==> src/design/tkis_pkg.sv <==
// Shared constants, types and control codes for the top-k insertion selector.
// No dependencies; used by the interfaces, the cells, the remainder unit and the top level.
package tkis_pkg;

  localparam int MAX_KEEP_DEF    = 8;
  localparam int INDEX_WIDTH_DEF = 16;

  localparam int WEIGHT_W    = 32;
  localparam int DRAW_W      = 16;
  localparam int OUT_INDEX_W = 16;
  localparam int KEEP_CFG_W  = 4;

  localparam logic [KEEP_CFG_W-1:0] KEEP_RESET = KEEP_CFG_W'(8);

  // remainder unit: restoring steps per clock and resulting cycle count
  localparam int REM_BITS_PER_CYCLE = 4;
  localparam int REM_CYCLES         = DRAW_W / REM_BITS_PER_CYCLE;
  localparam int REM_CNT_W          = (REM_CYCLES > 1) ? $clog2(REM_CYCLES) : 1;

  typedef struct packed {
    logic cmp_en;     // latch compare flags against the pending weight
    logic ins_en;     // insert the pending item at the chosen slot
    logic shift_out;  // move every entry one slot toward the head
  } cell_ctrl_t;

  typedef enum logic [5:0] {
    ST_IDLE = 6'b000001,
    ST_CMP  = 6'b000010,
    ST_CNT  = 6'b000100,
    ST_DIV  = 6'b001000,
    ST_INS  = 6'b010000,
    ST_OUT  = 6'b100000
  } state_e;

endpackage

==> src/design/tkis_if.sv <==
// Handshake channels of the top-k insertion selector: scored item in, kept index out.
// Depends on tkis_pkg for field widths.
interface tkis_in_if;
  logic                                 valid;
  logic                                 ready;
  logic signed [tkis_pkg::WEIGHT_W-1:0] weight;
  logic        [tkis_pkg::DRAW_W-1:0]   tie_draw;
  logic                                 last_item;

  modport source (output valid, weight, tie_draw, last_item, input ready);
  modport sink   (input valid, weight, tie_draw, last_item, output ready);
endinterface

interface tkis_out_if;
  logic                               valid;
  logic                               ready;
  logic [tkis_pkg::OUT_INDEX_W-1:0]   best_index;
  logic                               last_of_run;

  modport source (output valid, best_index, last_of_run, input ready);
  modport sink   (input valid, best_index, last_of_run, output ready);
endinterface

==> src/design/tkis_cell.sv <==
// One slot of the kept list: holds a weight and an index, compares against the pending item,
// and trades entries with its neighbors on insert and drain. Depends on tkis_pkg.
module tkis_cell #(
  parameter int SLOT        = 0,
  parameter int KW          = 4,
  parameter int INDEX_WIDTH = tkis_pkg::INDEX_WIDTH_DEF
) (
  input  logic                                 clk_i,
  input  tkis_pkg::cell_ctrl_t                 ctrl_i,
  input  logic signed [tkis_pkg::WEIGHT_W-1:0] new_weight_i,
  input  logic        [INDEX_WIDTH-1:0]        new_index_i,
  input  logic        [KW-1:0]                 slot_i,
  input  logic        [KW-1:0]                 used_i,
  input  logic signed [tkis_pkg::WEIGHT_W-1:0] prev_weight_i,
  input  logic        [INDEX_WIDTH-1:0]        prev_index_i,
  input  logic signed [tkis_pkg::WEIGHT_W-1:0] next_weight_i,
  input  logic        [INDEX_WIDTH-1:0]        next_index_i,
  output logic signed [tkis_pkg::WEIGHT_W-1:0] weight_o,
  output logic        [INDEX_WIDTH-1:0]        index_o,
  output logic                                 gt_o,
  output logic                                 ge_o
);

  localparam logic [KW-1:0] Pos = KW'(SLOT);

  logic signed [tkis_pkg::WEIGHT_W-1:0] weight_q;
  logic        [INDEX_WIDTH-1:0]        index_q;
  logic                                 gt_q;
  logic                                 ge_q;
  logic                                 in_use;

  assign in_use = Pos < used_i;

  always_ff @(posedge clk_i) begin
    if (ctrl_i.cmp_en) begin
      gt_q <= in_use && (weight_q > new_weight_i);
      ge_q <= in_use && (weight_q >= new_weight_i);
    end
  end

  always_ff @(posedge clk_i) begin
    priority if (ctrl_i.ins_en && (Pos == slot_i)) begin
      weight_q <= new_weight_i;
      index_q  <= new_index_i;
    end else if (ctrl_i.ins_en && (Pos > slot_i)) begin
      weight_q <= prev_weight_i;
      index_q  <= prev_index_i;
    end else if (ctrl_i.shift_out) begin
      weight_q <= next_weight_i;
      index_q  <= next_index_i;
    end else begin
      weight_q <= weight_q;
      index_q  <= index_q;
    end
  end

  assign weight_o = weight_q;
  assign index_o  = index_q;
  assign gt_o     = gt_q;
  assign ge_o     = ge_q;

endmodule

==> src/design/tkis_rem.sv <==
// Multi-cycle remainder of the tie draw by the count of equal entries, restoring,
// several bits per clock. Depends on tkis_pkg.
module tkis_rem #(
  parameter int DW = 4
) (
  input  logic                          clk_i,
  input  logic                          rst_ni,
  input  logic                          start_i,
  input  logic [tkis_pkg::DRAW_W-1:0]   dividend_i,
  input  logic [DW-1:0]                 divisor_i,
  output logic                          busy_o,
  output logic [DW-1:0]                 rem_o
);

  logic [tkis_pkg::DRAW_W-1:0]  num_q, num_d;
  logic [DW-1:0]                rem_q, rem_d;
  logic [DW-1:0]                div_q;
  logic [tkis_pkg::REM_CNT_W-1:0] cnt_q;
  logic                         busy_q;

  always_comb begin
    logic [DW:0] t;
    num_d = num_q;
    rem_d = rem_q;
    for (int k = 0; k < tkis_pkg::REM_BITS_PER_CYCLE; k++) begin
      t     = {rem_d, num_d[tkis_pkg::DRAW_W-1]};
      num_d = {num_d[tkis_pkg::DRAW_W-2:0], 1'b0};
      if (t >= {1'b0, div_q}) begin
        t = t - {1'b0, div_q};
      end
      rem_d = t[DW-1:0];
    end
  end

  always_ff @(posedge clk_i or negedge rst_ni) begin
    if (!rst_ni) begin
      busy_q <= 1'b0;
      cnt_q  <= '0;
    end else if (start_i) begin
      busy_q <= 1'b1;
      cnt_q  <= tkis_pkg::REM_CNT_W'(tkis_pkg::REM_CYCLES - 1);
    end else if (busy_q) begin
      if (cnt_q == '0) begin
        busy_q <= 1'b0;
      end else begin
        cnt_q <= cnt_q - 1'b1;
      end
    end
  end

  always_ff @(posedge clk_i) begin
    if (start_i) begin
      num_q <= dividend_i;
      rem_q <= '0;
      div_q <= divisor_i;
    end else if (busy_q) begin
      num_q <= num_d;
      rem_q <= rem_d;
    end
  end

  assign busy_o = busy_q;
  assign rem_o  = rem_q;

endmodule

==> src/design/top_k_insertion_select_unit.sv <==
// Top level of the top-k insertion selector: sequencer, chain of list cells, remainder unit.
// Depends on tkis_pkg, tkis_if, tkis_cell and tkis_rem.
//
//   channel   dir  handshake      payload
//   in_i      in   valid/ready    weight, tie_draw, last_item
//   out_o     out  valid/ready    best_index, last_of_run
//   cfg       in   cfg_we_i       cfg_data_i (keep_count)
//
// An item goes through accept, compare, count and insert; with two or more equal entries the
// sequencer also waits in its divide state for the restoring remainder of the tie draw.
// A last item starts the drain through cell 0, one index per cycle while out_o is ready;
// out_o stalls simply hold the drain. Reset empties the list and zeroes the item counter;
// the cell contents need no reset. in_i is ready only while the sequencer is idle.
module top_k_insertion_select_unit #(
  parameter int MAX_KEEP    = tkis_pkg::MAX_KEEP_DEF,
  parameter int INDEX_WIDTH = tkis_pkg::INDEX_WIDTH_DEF
) (
  input  logic                              clk_i,
  input  logic                              rst_ni,
  input  logic                              cfg_we_i,
  input  logic [tkis_pkg::KEEP_CFG_W-1:0]   cfg_data_i,
  tkis_in_if.sink                           in_i,
  tkis_out_if.source                        out_o
);

  localparam int KW = $clog2(MAX_KEEP + 1);
  localparam logic [INDEX_WIDTH-1:0] IndexMax = '1;

  tkis_pkg::state_e state_q, state_d;

  logic [tkis_pkg::KEEP_CFG_W-1:0] keep_q;
  logic [KW-1:0]                   fill_q, fill_d;
  logic [INDEX_WIDTH-1:0]          item_cnt_q, item_cnt_d;
  logic [KW-1:0]                   out_cnt_q, out_cnt_d;

  logic signed [tkis_pkg::WEIGHT_W-1:0] weight_q;
  logic        [tkis_pkg::DRAW_W-1:0]   draw_q;
  logic                                 last_q;
  logic        [INDEX_WIDTH-1:0]        index_q;
  logic        [KW-1:0]                 p_min_q;
  logic                                 tie_q;

  logic [KW-1:0] keep_eff;
  logic [KW-1:0] used;
  logic [KW-1:0] n_gt, n_ge, n_eq;
  logic [KW-1:0] slot;
  logic          fits;
  logic          in_acc, out_acc;
  logic          rem_start, rem_busy;
  logic [KW-1:0] rem;

  tkis_pkg::cell_ctrl_t ctrl;

  logic signed [tkis_pkg::WEIGHT_W-1:0] w_chain  [MAX_KEEP];
  logic        [INDEX_WIDTH-1:0]        idx_chain[MAX_KEEP];
  logic        [MAX_KEEP-1:0]           gt_vec, ge_vec;

  // keep_count of zero acts as one, above the list depth it saturates
  always_comb begin
    if (keep_q == '0) begin
      keep_eff = KW'(1);
    end else if (int'(keep_q) > MAX_KEEP) begin
      keep_eff = KW'(MAX_KEEP);
    end else begin
      keep_eff = KW'(keep_q);
    end
  end

  assign used = (fill_q < keep_eff) ? fill_q : keep_eff;

  always_comb begin
    n_gt = '0;
    n_ge = '0;
    for (int i = 0; i < MAX_KEEP; i++) begin
      n_gt = n_gt + KW'(gt_vec[i]);
      n_ge = n_ge + KW'(ge_vec[i]);
    end
  end

  assign n_eq = n_ge - n_gt;
  assign slot = tie_q ? (p_min_q + rem) : p_min_q;
  assign fits = slot < keep_eff;

  assign in_acc  = in_i.valid && in_i.ready;
  assign out_acc = out_o.valid && out_o.ready;

  assign in_i.ready        = (state_q == tkis_pkg::ST_IDLE);
  assign out_o.valid       = (state_q == tkis_pkg::ST_OUT);
  assign out_o.best_index  = tkis_pkg::OUT_INDEX_W'(idx_chain[0]);
  assign out_o.last_of_run = (out_cnt_q == KW'(1));

  assign rem_start      = (state_q == tkis_pkg::ST_CNT) && (n_eq > KW'(1));
  assign ctrl.cmp_en    = (state_q == tkis_pkg::ST_CMP);
  assign ctrl.ins_en    = (state_q == tkis_pkg::ST_INS) && fits;
  assign ctrl.shift_out = out_acc;

  always_comb begin
    state_d    = state_q;
    fill_d     = fill_q;
    item_cnt_d = item_cnt_q;
    out_cnt_d  = out_cnt_q;
    unique case (state_q)
      tkis_pkg::ST_IDLE: begin
        if (in_acc) begin
          state_d = tkis_pkg::ST_CMP;
          if (item_cnt_q != IndexMax) begin
            item_cnt_d = item_cnt_q + 1'b1;
          end
        end
      end
      tkis_pkg::ST_CMP: state_d = tkis_pkg::ST_CNT;
      tkis_pkg::ST_CNT: state_d = rem_start ? tkis_pkg::ST_DIV : tkis_pkg::ST_INS;
      tkis_pkg::ST_DIV: begin
        if (!rem_busy) begin
          state_d = tkis_pkg::ST_INS;
        end
      end
      tkis_pkg::ST_INS: begin
        // lowering keep_count mid-set also trims the fill here
        fill_d = (fits && (used < keep_eff)) ? used + 1'b1 : used;
        if (last_q) begin
          state_d   = tkis_pkg::ST_OUT;
          out_cnt_d = fill_d;
        end else begin
          state_d = tkis_pkg::ST_IDLE;
        end
      end
      tkis_pkg::ST_OUT: begin
        if (out_acc) begin
          out_cnt_d = out_cnt_q - 1'b1;
          if (out_cnt_q == KW'(1)) begin
            state_d    = tkis_pkg::ST_IDLE;
            fill_d     = '0;
            item_cnt_d = '0;
          end
        end
      end
      default: state_d = tkis_pkg::ST_IDLE;
    endcase
  end

  always_ff @(posedge clk_i or negedge rst_ni) begin
    if (!rst_ni) begin
      state_q    <= tkis_pkg::ST_IDLE;
      keep_q     <= tkis_pkg::KEEP_RESET;
      fill_q     <= '0;
      item_cnt_q <= '0;
      out_cnt_q  <= '0;
    end else begin
      state_q    <= state_d;
      fill_q     <= fill_d;
      item_cnt_q <= item_cnt_d;
      out_cnt_q  <= out_cnt_d;
      if (cfg_we_i) begin
        keep_q <= cfg_data_i;
      end
    end
  end

  always_ff @(posedge clk_i) begin
    if (in_acc) begin
      weight_q <= in_i.weight;
      draw_q   <= in_i.tie_draw;
      last_q   <= in_i.last_item;
      index_q  <= item_cnt_q;
    end
    if (state_q == tkis_pkg::ST_CNT) begin
      p_min_q <= n_gt;
      tie_q   <= n_eq > KW'(1);
    end
  end

  tkis_rem #(
    .DW (KW)
  ) u_rem (
    .clk_i      (clk_i),
    .rst_ni     (rst_ni),
    .start_i    (rem_start),
    .dividend_i (draw_q),
    .divisor_i  (n_eq),
    .busy_o     (rem_busy),
    .rem_o      (rem)
  );

  for (genvar g = 0; g < MAX_KEEP; g++) begin : g_cell
    logic signed [tkis_pkg::WEIGHT_W-1:0] prev_w, next_w;
    logic        [INDEX_WIDTH-1:0]        prev_idx, next_idx;

    if (g == 0) begin : g_head
      assign prev_w   = '0;
      assign prev_idx = '0;
    end else begin : g_body
      assign prev_w   = w_chain[g-1];
      assign prev_idx = idx_chain[g-1];
    end

    if (g == MAX_KEEP - 1) begin : g_tail
      assign next_w   = '0;
      assign next_idx = '0;
    end else begin : g_mid
      assign next_w   = w_chain[g+1];
      assign next_idx = idx_chain[g+1];
    end

    tkis_cell #(
      .SLOT        (g),
      .KW          (KW),
      .INDEX_WIDTH (INDEX_WIDTH)
    ) u_cell (
      .clk_i         (clk_i),
      .ctrl_i        (ctrl),
      .new_weight_i  (weight_q),
      .new_index_i   (index_q),
      .slot_i        (slot),
      .used_i        (used),
      .prev_weight_i (prev_w),
      .prev_index_i  (prev_idx),
      .next_weight_i (next_w),
      .next_index_i  (next_idx),
      .weight_o      (w_chain[g]),
      .index_o       (idx_chain[g]),
      .gt_o          (gt_vec[g]),
      .ge_o          (ge_vec[g])
    );
  end

`ifndef SYNTHESIS
  a_fill_bound: assert property (@(posedge clk_i) disable iff (!rst_ni)
    int'(fill_q) <= MAX_KEEP)
    else $error("kept list fill beyond depth");

  a_drain_nonempty: assert property (@(posedge clk_i) disable iff (!rst_ni)
    out_o.valid |-> (out_cnt_q != '0) && (out_cnt_q <= fill_q))
    else $error("drain count out of range");

  a_set_cleared: assert property (@(posedge clk_i) disable iff (!rst_ni)
    (out_acc && out_o.last_of_run) |=> (fill_q == '0) && (item_cnt_q == '0) && in_i.ready)
    else $error("set not cleared after final index");

  a_no_early_result: assert property (@(posedge clk_i) disable iff (!rst_ni)
    in_acc |=> !out_o.valid ##1 !out_o.valid)
    else $error("result before item was inserted");
`endif

endmodule
==> src/flat_wrapper.sv <==
// flat-port wrapper written by rule: the top's interface ports become plain ports
module top_k_insertion_select_unit_flat 
#(
  parameter int MAX_KEEP    = tkis_pkg::MAX_KEEP_DEF,
  parameter int INDEX_WIDTH = tkis_pkg::INDEX_WIDTH_DEF
)
  (clk_i, rst_ni, cfg_we_i, cfg_data_i, in_i_valid, in_i_weight, in_i_tie_draw, in_i_last_item, in_i_ready, out_o_valid, out_o_best_index, out_o_last_of_run, out_o_ready);
  tkis_in_if in_i_i ();
  tkis_out_if out_o_i ();
  input  logic clk_i;
  input  logic rst_ni;
  input  logic cfg_we_i;
  input  logic [tkis_pkg::KEEP_CFG_W-1:0] cfg_data_i;
  input wire logic [$bits(in_i_i.valid)-1:0] in_i_valid;
  input wire logic [$bits(in_i_i.weight)-1:0] in_i_weight;
  input wire logic [$bits(in_i_i.tie_draw)-1:0] in_i_tie_draw;
  input wire logic [$bits(in_i_i.last_item)-1:0] in_i_last_item;
  output wire logic [$bits(in_i_i.ready)-1:0] in_i_ready;
  output wire logic [$bits(out_o_i.valid)-1:0] out_o_valid;
  output wire logic [$bits(out_o_i.best_index)-1:0] out_o_best_index;
  output wire logic [$bits(out_o_i.last_of_run)-1:0] out_o_last_of_run;
  input wire logic [$bits(out_o_i.ready)-1:0] out_o_ready;
  assign in_i_i.valid = in_i_valid;
  assign in_i_i.weight = in_i_weight;
  assign in_i_i.tie_draw = in_i_tie_draw;
  assign in_i_i.last_item = in_i_last_item;
  assign in_i_ready = in_i_i.ready;
  assign out_o_valid = out_o_i.valid;
  assign out_o_best_index = out_o_i.best_index;
  assign out_o_last_of_run = out_o_i.last_of_run;
  assign out_o_i.ready = out_o_ready;
  top_k_insertion_select_unit #(.MAX_KEEP(MAX_KEEP), .INDEX_WIDTH(INDEX_WIDTH)) u_core (.clk_i(clk_i), .rst_ni(rst_ni), .cfg_we_i(cfg_we_i), .cfg_data_i(cfg_data_i), .in_i(in_i_i), .out_o(out_o_i));
endmodule
==> config.mk <==
export PLATFORM = sky130hd
export DESIGN_NAME = top_k_insertion_select_unit_flat
export DESIGN_NICKNAME = d
export VERILOG_FILES = /design/src/design/tkis_pkg.sv /design/src/design/tkis_if.sv /design/src/design/tkis_cell.sv /design/src/design/tkis_rem.sv /design/src/design/top_k_insertion_select_unit.sv /design/src/flat_wrapper.sv
export SDC_FILE = /design/constraint.sdc
export NUM_CORES = 1
export LEC_CHECK = 0
export CORE_AREA = 2 2 329 201
export DETAILED_ROUTE_END_ITERATION = 10
export DIE_AREA = 0 0 331 203
export DONT_BUFFER_PORTS = 1
export GPL_ROUTABILITY_DRIVEN = 0
export SKIP_CTS_REPAIR_TIMING = 1
export SLEW_MARGIN = 20
export SYNTH_ARGS = -nofsm -noshare
export SYNTH_HDL_FRONTEND = slang
export SYNTH_SLANG_ARGS = --single-unit
==> constraint.sdc <==
create_clock -name clk_i -period 16.44 [get_ports clk_i]
set_clock_uncertainty 0.1 [all_clocks]
set_input_delay 3.288 -clock clk_i [delete_from_list [all_inputs] [get_ports clk_i]]
set_output_delay 3.288 -clock clk_i [all_outputs]
set_load 0.02 [all_outputs]
## Word level (Yosys, flattened, before mapping)

Index checks and enable logic that the tools add are counted.

- Equality and inequality tests: 22
- Order comparisons: 41
- Reductions and logical operators: 56
- Mux-type cells: 83
- Add/subtract/negate cells: 24

Operators with widths:

| cell | count |
|---|---|
| 32-bit two-way mux | 24 |
| 16-bit two-way mux | 30 |
| 32-bit >= comparator | 8 |
| 32-bit greater-than comparator | 8 |
| 4-bit two-way mux | 13 |
| 4-bit by 1-bit adder with 4-bit output | 12 |
| 1-bit logical AND | 37 |
| 6-bit case mux with 6 select lines | 1 |
| 16-bit case mux with 2 select lines | 1 |
| 6-bit two-way mux | 5 |
| 3-bit nonzero test | 8 |
| 5-bit by 4-bit >= comparator with 1-bit output | 4 |
| 4-bit subtractor | 5 |
| 16-bit by 1-bit adder with 16-bit output (second input constant) | 1 |
| 3-bit by 4-bit equality test with 1-bit output (first input constant) | 4 |
| 3-bit by 4-bit greater-than comparator with 1-bit output (first input constant) | 4 |
| 3-bit by 4-bit less-than comparator with 1-bit output (first input constant) | 4 |
| 16-bit inequality test (second input constant) | 1 |
| 4-bit case mux with 2 select lines | 2 |
| 4-bit less-than comparator | 3 |
| 2-bit inequality test (second input constant) | 5 |
| 2-bit by 4-bit equality test with 1-bit output (first input constant) | 2 |
| 1-bit by 4-bit greater-than comparator with 1-bit output (first input constant) | 2 |
| 2-bit by 4-bit greater-than comparator with 1-bit output (first input constant) | 2 |
| other kinds (28) | 40 |

- Flip-flop bits (word level): 531
- Output and inout port bits: 19

## Logic depth before layout (Yosys ltp)

Gate-level depths: netlist of the first run.

- Depth after elaboration: 12
- Gate-level depth with buffers: 28
- Mapped depth without buffers: 27

## Modules after synthesis

A second synthesis of the first run with hierarchy kept.

- Cells, all modules: 3103
- Area, all modules: 32773.9 um^2

Modules (own cells, without submodules):

| module | area each (um^2) | seq. area each (um^2) | cells each | times used |
|---|---|---|---|---|
| top_k_insertion_select_unit | 4942.2 | 2955.3 | 381 | 1 |
| tkis_cell at u_core.g_cell[2].u_cell | 3335.7 | 1501.4 | 333 | 1 |
| tkis_cell at u_core.g_cell[4].u_cell | 3335.7 | 1501.4 | 334 | 1 |
| tkis_cell at u_core.g_cell[7].u_cell | 3334.4 | 1501.4 | 333 | 1 |
| tkis_cell at u_core.g_cell[1].u_cell | 3320.7 | 1501.4 | 330 | 1 |
| tkis_cell at u_core.g_cell[3].u_cell | 3318.2 | 1501.4 | 330 | 1 |
| tkis_cell at u_core.g_cell[5].u_cell | 3160.5 | 1501.4 | 334 | 1 |
| tkis_cell at u_core.g_cell[6].u_cell | 3151.8 | 1501.4 | 333 | 1 |
| tkis_cell at u_core.g_cell[0].u_cell | 2924.1 | 1501.4 | 224 | 1 |
| tkis_rem | 1950.6 | 755.7 | 171 | 1 |

## Worst setup path after synthesis of the first run

Ideal clock, no wire load.

- Path type: input port to flip-flop
- Start: input port in_i_valid
- End: register u_core.item_cnt_q[15]
- Setup slack: 6.779 ns
- Cell stages on the path: 7
- Arrival: 9.484 ns
- Required time: 16.262 ns
- Setup time: 0.078 ns
- Cells stage by stage: nand3b_1 > nor3_1 > o31a_1 > o22ai_1 > or3_1 > or3_1 > a21oi_1

- Word-level cells in the longest chain between the ends: 3

Ends and longest elaborated chain:

| item | RTL line | RTL |
|---|---|---|
| start, declared | flat_wrapper.sv:14 | `input wire logic [$bits(in_i_i.valid)-1:0] in_i_valid;` |
| 1-bit logical AND | top_k_insertion_select_unit.sv:84 | `assign in_acc = in_i.valid && in_i.ready;` |
| named net u_core.in_acc | top_k_insertion_select_unit.sv:48 | `logic in_acc, out_acc;` |
| 2-bit inequality test (no source line) | - |  |
| 5-bit AND reduction (no source line) | - |  |
| end signal, assigned | top_k_insertion_select_unit.sv:152 | `item_cnt_q <= item_cnt_d;` |
| end, declared | top_k_insertion_select_unit.sv:33 | `logic [INDEX_WIDTH-1:0] item_cnt_q, item_cnt_d;` |

The timed path passes the listed nets, and every way through them passes these cells.
A chain may end at the register's enable or synchronous reset.

## Worst setup path in the final report of the first run

- Start: register u_core.u_rem.div_q[1]
- End: register u_core.u_rem.rem_q[0], in the netlist u_core.u_rem.rem_o[0]

- Word-level cells in the longest chain between the ends: 8
- Elaborated cells on any way between the ends: 11
- Classes of those cells: add/sub: 3; order compare: 4; mux: 4

Ends and longest elaborated chain:

| item | RTL line | RTL |
|---|---|---|
| start, declared | tkis_rem.sv:17 | `logic [DW-1:0] div_q;` |
| start signal, assigned | tkis_rem.sv:55 | `div_q <= divisor_i;` |
| 4-bit subtractor / 5-bit by 4-bit >= comparator with 1-bit output (equally long branches) | tkis_rem.sv:29, tkis_rem.sv:28 |  |
| 4-bit two-way mux | tkis_rem.sv:28 | `if (t >= {1'b0, div_q}) begin` |
| 4-bit subtractor / 5-bit by 4-bit >= comparator with 1-bit output (equally long branches) | tkis_rem.sv:29, tkis_rem.sv:28 |  |
| 4-bit two-way mux | tkis_rem.sv:28 |  |
| 4-bit subtractor / 5-bit by 4-bit >= comparator with 1-bit output (equally long branches) | tkis_rem.sv:29, tkis_rem.sv:28 |  |
| 4-bit two-way mux | tkis_rem.sv:28 |  |
| 5-bit by 4-bit >= comparator with 1-bit output * | tkis_rem.sv:28 |  |
| 4-bit two-way mux * | tkis_rem.sv:28 |  |
| end signal, assigned | tkis_rem.sv:58 | `rem_q <= rem_d;` |
| end, declared | tkis_rem.sv:16 | `logic [DW-1:0] rem_q, rem_d;` |

Every way passes the cells marked *; elsewhere a longest branch is shown, timed or not.

==> impl_metrics.env, run 1 <==
export IMPL_dp_slack_ns=9.771
export IMPL_grt_pass1_vias=22430
export IMPL_drtPass1Iterations=6
export IMPL_rows=72
export IMPL_synth_edff_count=490
export IMPL_postSynthCellCount=2839
export IMPL_hold_viol_final=0
export IMPL_antenna_found_initial=5
export IMPL_hpwl_um=63480
export IMPL_dp_cells=3558
export IMPL_max_freq_mhz=147.2
export IMPL_crit_path_start_kind="flop"
export IMPL_p_sw_frac=0.3571
export IMPL_comb_power_share=0.336
export IMPL_final_instance_count_excl_fill=3662
export IMPL_grt_pass1_wl_um=142600
export IMPL_p_leak_uw=0.01344
export IMPL_vias_per_cell=6.283
export IMPL_drtIter0Drc=2638
export IMPL_synth_nets=3211
export IMPL_start_util=0.4961
export IMPL_maxCapViolCount=0
export IMPL_clkPwrFrac=0.283
export IMPL_grt_usage=0.2839
export IMPL_yosysSeqAreaShare=0.4955
export IMPL_syn2layout_area_growth_pct=8.324
export IMPL_drv_slew=0
export IMPL_antenna_left=0
export IMPL_seqPwrFrac=0.381
export IMPL_drc=0
export IMPL_final_period_utilization=0.4131
export IMPL_setup_viol=0
export IMPL_fillCellCount=5469
export IMPL_cts_buffers=53
export IMPL_end_kind="flop"
export IMPL_finalWirelength_um=94440
export IMPL_routedWlPerCell_um=25.79
export IMPL_top_layer="met4"
export IMPL_ys_types=71
export IMPL_min_to="u_core.u_rem.cnt_q[1]"
export IMPL_dieArea_um2=67190
export IMPL_grt_max_degree=97
export IMPL_ir_worst_vdd_v=0.0001381
export IMPL_outcome="finished clean"
export IMPL_synth_warnings=0
export IMPL_insertion_delay_ns=0.63
export IMPL_port_buffers=0
export IMPL_clkTransAtPathRegs_ns=0.07
export IMPL_cts_max_path_buffers=3
export IMPL_holdCritStartpoint="u_core.u_rem.cnt_q[1]"
export IMPL_met1_length_um=44010
export IMPL_slew_headroom=0.2539
export IMPL_cts_sinks=531
export IMPL_layout_setup_ws_ns=9.649
export IMPL_wl_met3_um=10810
export IMPL_route_vias_total=23010
export IMPL_switchingPower_uw=1671
export IMPL_p_total_uw=4679
export IMPL_drive_gt1_frac=0.07268
export IMPL_pwr_density_cell_nw_per_um2=136.1
export IMPL_r2r_slack_ns=9.65
export IMPL_cp_data_arrival_time_ns=7.24
export IMPL_min_period_ns=6.791
export IMPL_fp_dieW_um=331
export IMPL_crit_type="reg2reg"
export IMPL_min_delay_path_depth=2
export IMPL_setup_tns_ns=0
export IMPL_synth_cell_area_um2=31730
export IMPL_r2r_end="u_core.u_rem.rem_o[0]"
export IMPL_finalNetCount=3134
export IMPL_dr_wl_met2_um=37740
export IMPL_grt_overflow_total=0
export IMPL_hp_class="reg2reg"
export IMPL_chipHeight_um=203
export IMPL_reg2reg_from="u_core.u_rem.div_q[1]"
export IMPL_yosys_register_bits=531
export IMPL_htree_levels=2
export IMPL_cts_tree="yes"
export IMPL_worst_slew_pin_slew_ns=1.111
export IMPL_required_ns=16.89
export IMPL_rsz0062_at_grt="no"
export IMPL_synth_async_reset_ratio=0.06968
export IMPL_avgSynthCellArea_um2=11.18
export IMPL_reg2regPathDepth=25
export IMPL_core_area_um2=63960
export IMPL_clockRootBuffer="clkbuf_16"
export IMPL_synth_main_ff_cell="edfxtp_1"
export IMPL_ios=77
export IMPL_crit_fanout=6
export IMPL_internal_power_uw=3008
## cells in the final DEF (no fill, tap or decap), types with 6 or more instances in the layout
cell	count
o22ai_1	6
and2_1	9
a21boi_0	7
buf_4	31
nand3_1	30
mux2i_1	298
clkbuf_16	55
bufinv_16	9
o21ai_0	130
nor2_1	327
clkbuf_1	7
nand2b_1	19
nand2_1	123
inv_1	103
xnor2_1	17
o21a_1	13
o211ai_1	7
nor2b_1	23
nand4_1	54
nor4_1	6
a21oi_1	331
nor3_1	20
a21o_1	59
o21ai_1	14
clkinv_2	16
mux2_4	18
ha_1	301
and3_1	8
mux2_2	23
a211oi_1	16
a22o_1	49
xor2_1	15
or3_1	11
edfxtp_1	490
dfrtp_1	35
fa_1	13
## critical path: stages, from the launching register on
cell and delay (ns):
edfxtp_1 0.50, inv_1 0.29, ha_1 0.31, a211o_1 0.34, a21oi_1 0.27, mux2_2 0.40, ha_1 0.34, o21ai_0 0.19
a21oi_1 0.09, a211oi_4 0.32, mux2i_1 0.34, ha_1 0.31, a21oi_1 0.15, inv_1 0.07, a21o_1 0.19, a21oi_1 0.30
and2_1 0.22, o21ai_0 0.18, ha_1 0.36, o21ai_0 0.12, nand2b_1 0.09, a21o_1 0.17, a21oi_1 0.20, and3_1 0.32
mux2_4 0.33, a211oi_2 0.20
## registers in the layout, summed over array words and instances (netlist names), 2 cells and up
signal                         cells
u_core.g_cell.u_cell.gt_o          8
u_core.u_rem.div_q                 4
u_core.keep_q                      4
u_core.g_cell.u_cell.ge_o          8
u_core.g_cell.u_cell.index_o     128
u_core.u_rem.cnt_q                 2
u_core.state_q                     6
u_core.u_rem.num_q                16
u_core.draw_q                     16
u_core.fill_q                      4
u_core.g_cell.u_cell.weight_o    256
u_core.index_q                    16
u_core.out_cnt_q                   4
u_core.p_min_q                     4
u_core.u_rem.rem_o                 4
u_core.weight_q                   32
u_core.item_cnt_q                 16
## how the worst max path moves through the flow
stage / startpoint / endpoint / depth (start not counted)
finish: u_core.u_rem.div_q[1] / u_core.u_rem.rem_o[0] / 25
global route: u_core.u_rem.div_q[1] / u_core.u_rem.rem_o[0] / 25
CTS: u_core.u_rem.div_q[1] / u_core.u_rem.rem_o[0] / 25
detailed placement: u_core.u_rem.div_q[1] / u_core.u_rem.rem_o[0] / 25
global placement: u_core.u_rem.div_q[1] / u_core.u_rem.rem_o[0] / 25
floorplan: in_i_valid / u_core.item_cnt_q[15] / 7
## cells by family after synthesis
group                      count (synthesis)  share of synthesized area
xor gates and xnor gates                  32                   0.008833
AOI/OAI and AO/OA                        674                     0.1257
buffers and inverters                    272                    0.03577
DFF                                      531                     0.4955
and+or+nand+nor                          676                    0.09625
muxes                                    340                     0.1110
adders and majority gates                314                     0.1269
## power by group through the flow
stage	sequential (µW)	clock [µW]	combinational, µW
3_5_place_dp	1800	0	1540
3_3_place_gp	1800	0	1450
6_report	1780	1320	1570
4_1_cts	1780	1340	1550
5_1_grt	1800	1390	1750
2_1_floorplan	1700	0	1200
## cells in the mapped netlist, drive strengths merged, types with 4 or more instances
cell | number | share of area
dfxtp | 4 | 0.0025
nand4 | 54 | 0.011
o22ai | 6 | 0.0012
a211o | 5 | 0.0014
and3 | 9 | 0.0018
nor2 | 332 | 0.040
mux2 | 42 | 0.017
clkbuf | 117 | 0.014
o211ai | 7 | 0.0017
nor4b | 4 | 0.0011
nor4 | 6 | 0.0012
nand2 | 130 | 0.015
a211oi | 18 | 0.0048
xor2 | 15 | 0.0041
o21ai | 145 | 0.023
dfrtp | 35 | 0.028
a21oi | 332 | 0.052
ha | 301 | 0.12
a21o | 59 | 0.014
inv | 105 | 0.012
edfxtp | 490 | 0.46
a31oi | 4 | 0.00079
a22o | 49 | 0.014
nor3b | 6 | 0.0014
mux2i | 298 | 0.094
o2111ai | 4 | 0.0011
nor3 | 21 | 0.0033
nand3 | 37 | 0.0058
or3 | 11 | 0.0022
and2 | 9 | 0.0018
nand2b | 20 | 0.0039
a21boi | 8 | 0.0019
xnor2 | 17 | 0.0047
fa | 13 | 0.0082
buf | 50 | 0.0095
nor2b | 23 | 0.0045
or2 | 4 | 0.00079
o21a | 13 | 0.0031
## cell type report
type	count	area (µm²)	share of cell area
Sequential cell	531	15720	0.4574
Multi-Input combinational cell	2036	15030	0.4373
Clock buffer	64	1430	0.04161
Tap cell	851	1065	0.03098
Clock inverter	36	416.7	0.01212
Inverter	105	394.1	0.01147
Timing Repair Buffer	35	302.8	0.008809
Antenna cell	4	10.01	0.0002912
## per-stage QoR
step / cell area [µm²] / hold WS [ns] / util
3_5_place_dp: 32510 / 0.3926 / 0.5082
6_report: 34370 / 0.4035 / 0.5374
4_1_cts: 34350 / 0.4065 / 0.5371
3_3_place_gp: 32450 / 0.3741 / 0.5073
5_1_grt: 34360 / 0.4291 / 0.5372
2_1_floorplan: 31730 / 0.3559 / -
## layer usage
layer	vias to the layer above	track usage
met4	0	0.07320
met5	-	0
met2	1179	0.3850
met3	112	0.07914
li1	10410	-
met1	11310	0.4400
(Power assumes the default switching activity.)
==> run 2: changes to the inputs <==
- PLACE_DENSITY: default -> 0.67
- clock period: 16.44 -> 5.9 ns (I/O delays scaled with it)
==> impl_metrics.env, run 2 (synthesis gave the netlist of run 1 again) <==
export IMPL_outcome="finished clean"
export IMPL_r2r_end="u_core.u_rem.rem_o[0]"
export IMPL_cp_slowest_cell="edfxtp_1"
export IMPL_max_freq_mhz=173.3
export IMPL_num_antenna_cells=0
export IMPL_drtIter0Drc=3065
export IMPL_cts_tree="yes"
export IMPL_top_layer="met5"
export IMPL_end_kind="flop"
export IMPL_crit_fanout=4
export IMPL_drtPass1Iterations=6
export IMPL_drive_gt1_frac=0.08806
export IMPL_mostFrequentLayoutCells="490 x edfxtp_1, 326 x a21oi_1, 326 x nor2_1"
export IMPL_critPathTopFamily="compound AO/OA/AOI/OAI gates"
export IMPL_start_util=0.4961
export IMPL_port_buffers=0
export IMPL_vias_per_cell=6.346
export IMPL_cp_data_arrival_time_ns=6.22
export IMPL_dpl_instance_area_um2=32840
export IMPL_met1_length_um=43110
export IMPL_final_period_utilization=0.9778
export IMPL_worst_slew_pin_slew_ns=1.274
export IMPL_finalWirelength_um=94660
export IMPL_crit_type="reg2reg"
export IMPL_htree_levels=2
export IMPL_crit_path_start_kind="flop"
export IMPL_drv_slew=0
export IMPL_rows=72
export IMPL_grt_max_degree=144
export IMPL_required_ns=6.35
export IMPL_routedWlPerCell_um=25.65
export IMPL_multiInputGateArea_um2=15130
export IMPL_cts_buffers=52
export IMPL_grt_overflow_total=0
export IMPL_regArea_um2=15720
export IMPL_antenna_left=0
export IMPL_drc=0
export IMPL_largest_reg_flops=256
export IMPL_hpwl_um=63990
export IMPL_hold_viol_final=0
export IMPL_antenna_found_initial=1
export IMPL_p_total_uw=13510
export IMPL_fillCellCount=5399
export IMPL_r2r_slack_ns=0.13
export IMPL_syn2layout_area_growth_pct=9.326
export IMPL_pwr_density_cell_nw_per_um2=389.5
export IMPL_p_leak_uw=0.01357
export IMPL_ios=77
export IMPL_grt_pass1_vias=22570
export IMPL_reg2regPathDepth=25
export IMPL_grt_pass1_wl_um=141400
export IMPL_cts_max_path_buffers=3
export IMPL_chipHeight_um=203
export IMPL_hp_class="in2async"
export IMPL_fp_dieW_um=331
export IMPL_clockRootBuffer="clkbuf_16"
export IMPL_maxCapViolCount=0
export IMPL_slowest_delay_ns=0.39
export IMPL_core_area_um2=63960
export IMPL_finalNetCount=3167
export IMPL_slew_headroom=0.1431
export IMPL_wl_met3_um=11700
export IMPL_min_period_ns=5.769
export IMPL_route_vias_total=23420
export IMPL_setup_viol=0
export IMPL_ir_worst_vdd_v=0.0003834
export IMPL_crit_buf_inv=2
export IMPL_final_common_cell="edfxtp_1"
export IMPL_insertion_delay_ns=0.63
export IMPL_grt_usage=0.2791
export IMPL_dr_wl_met2_um=37580
export IMPL_reg2reg_from="u_core.u_rem.div_q[2]"
export IMPL_clkTransAtPathRegs_ns=0.07
export IMPL_cts_sinks=531
export IMPL_dieArea_um2=67190
export IMPL_stdcell_area_um2=34690
## run 2: changes by cell type in the layout (fill, tap and decap cells not counted), moves of 4 or more
cell / previous run / this run
buf_4: 31 / 55
bufinv_16: 9 / 2
clkinv_2: 16 / 11
clkbuf_8: 2 / 8
buf_12: 1 / 13
clkbuf_1: 7 / 12
a21oi_2: 0 / 4
a21oi_1: 331 / 326
o21ai_0: 130 / 126
diode_2: 4 / 0
## run 2: worst max path at each step
stage,slack (ns),depth (start not counted),start,endpoint
after floorplan,0.04,27,u_core.u_rem.div_q[2],u_core.u_rem.rem_o[0]
after global placement,0.06,26,u_core.u_rem.div_q[2],u_core.u_rem.rem_o[0]
after detailed placement,-0.36,26,u_core.u_rem.div_q[2],u_core.u_rem.rem_o[2]
after CTS,-0.41,26,u_core.u_rem.div_q[2],u_core.u_rem.rem_o[0]
after global routing,-0.05,26,u_core.u_rem.div_q[2],u_core.u_rem.rem_o[0]
final,0.13,25,u_core.u_rem.div_q[2],u_core.u_rem.rem_o[0]
## run 2: layout make-up
cell class	count	share of cell area
timing repair buffer	69	0.01973
multi-input combinational	2036	0.4361
sequential	531	0.4532
tap	851	0.03069
inverter	105	0.01136
clock buffer	74	0.04343
clock inverter	24	0.005410
## run 2: power breakdown
group	internal (µW)	leakage (µW)	switching, µW
clock	1870	0.000833	1530
combinational	2250	0.00800	2920
sequential	4540	0.00474	408
## run 2: per-layer routing
layer / track usage / vias up
met5: 0 / -
met1: 0.4306 / 11420
met2: 0.3785 / 1373
met3: 0.08012 / 152
li1: - / 10480
met4: 0.07320 / 2
## run 2: worst register-to-register path, cell delays in order, from the launching register on
cell      delay [ns]
edfxtp_1        0.39
inv_2           0.09
ha_1            0.27
or2_2           0.33
and2_4          0.18
a21oi_4         0.18
mux2_4          0.34
ha_4            0.24
o21ai_4         0.15
a21oi_2         0.07
a211oi_4        0.32
buf_4           0.17
mux2_2          0.35
ha_1            0.30
a41o_1          0.24
a21oi_2         0.19
and2_4          0.18
o21ai_2         0.06
ha_1            0.29
o21ai_0         0.09
nand2b_1        0.09
a21o_1          0.19
a21oi_2         0.13
and3_4          0.22
mux2_4          0.31
a211oi_2        0.20
## run 2: through the flow
| stage | setup slack (ns) | setup TNS, ns | std cells | hold WS (ns) | util |
|---|---|---|---|---|---|
| after global placement | 0.06467 | 0 | 3586 | 0.3676 | 0.5135 |
| final | 0.1310 | 0 | 3690 | 0.1468 | 0.5424 |
| after global routing | -0.04842 | -0.07163 | 3690 | 0.1153 | 0.5424 |
| after CTS | -0.4140 | -1.369 | 3684 | 0.1119 | 0.5400 |
| after detailed placement | -0.3569 | -1.151 | 3586 | 0.3981 | 0.5135 |
| after floorplan | 0.04339 | 0 | 2839 | 0.3559 | - |
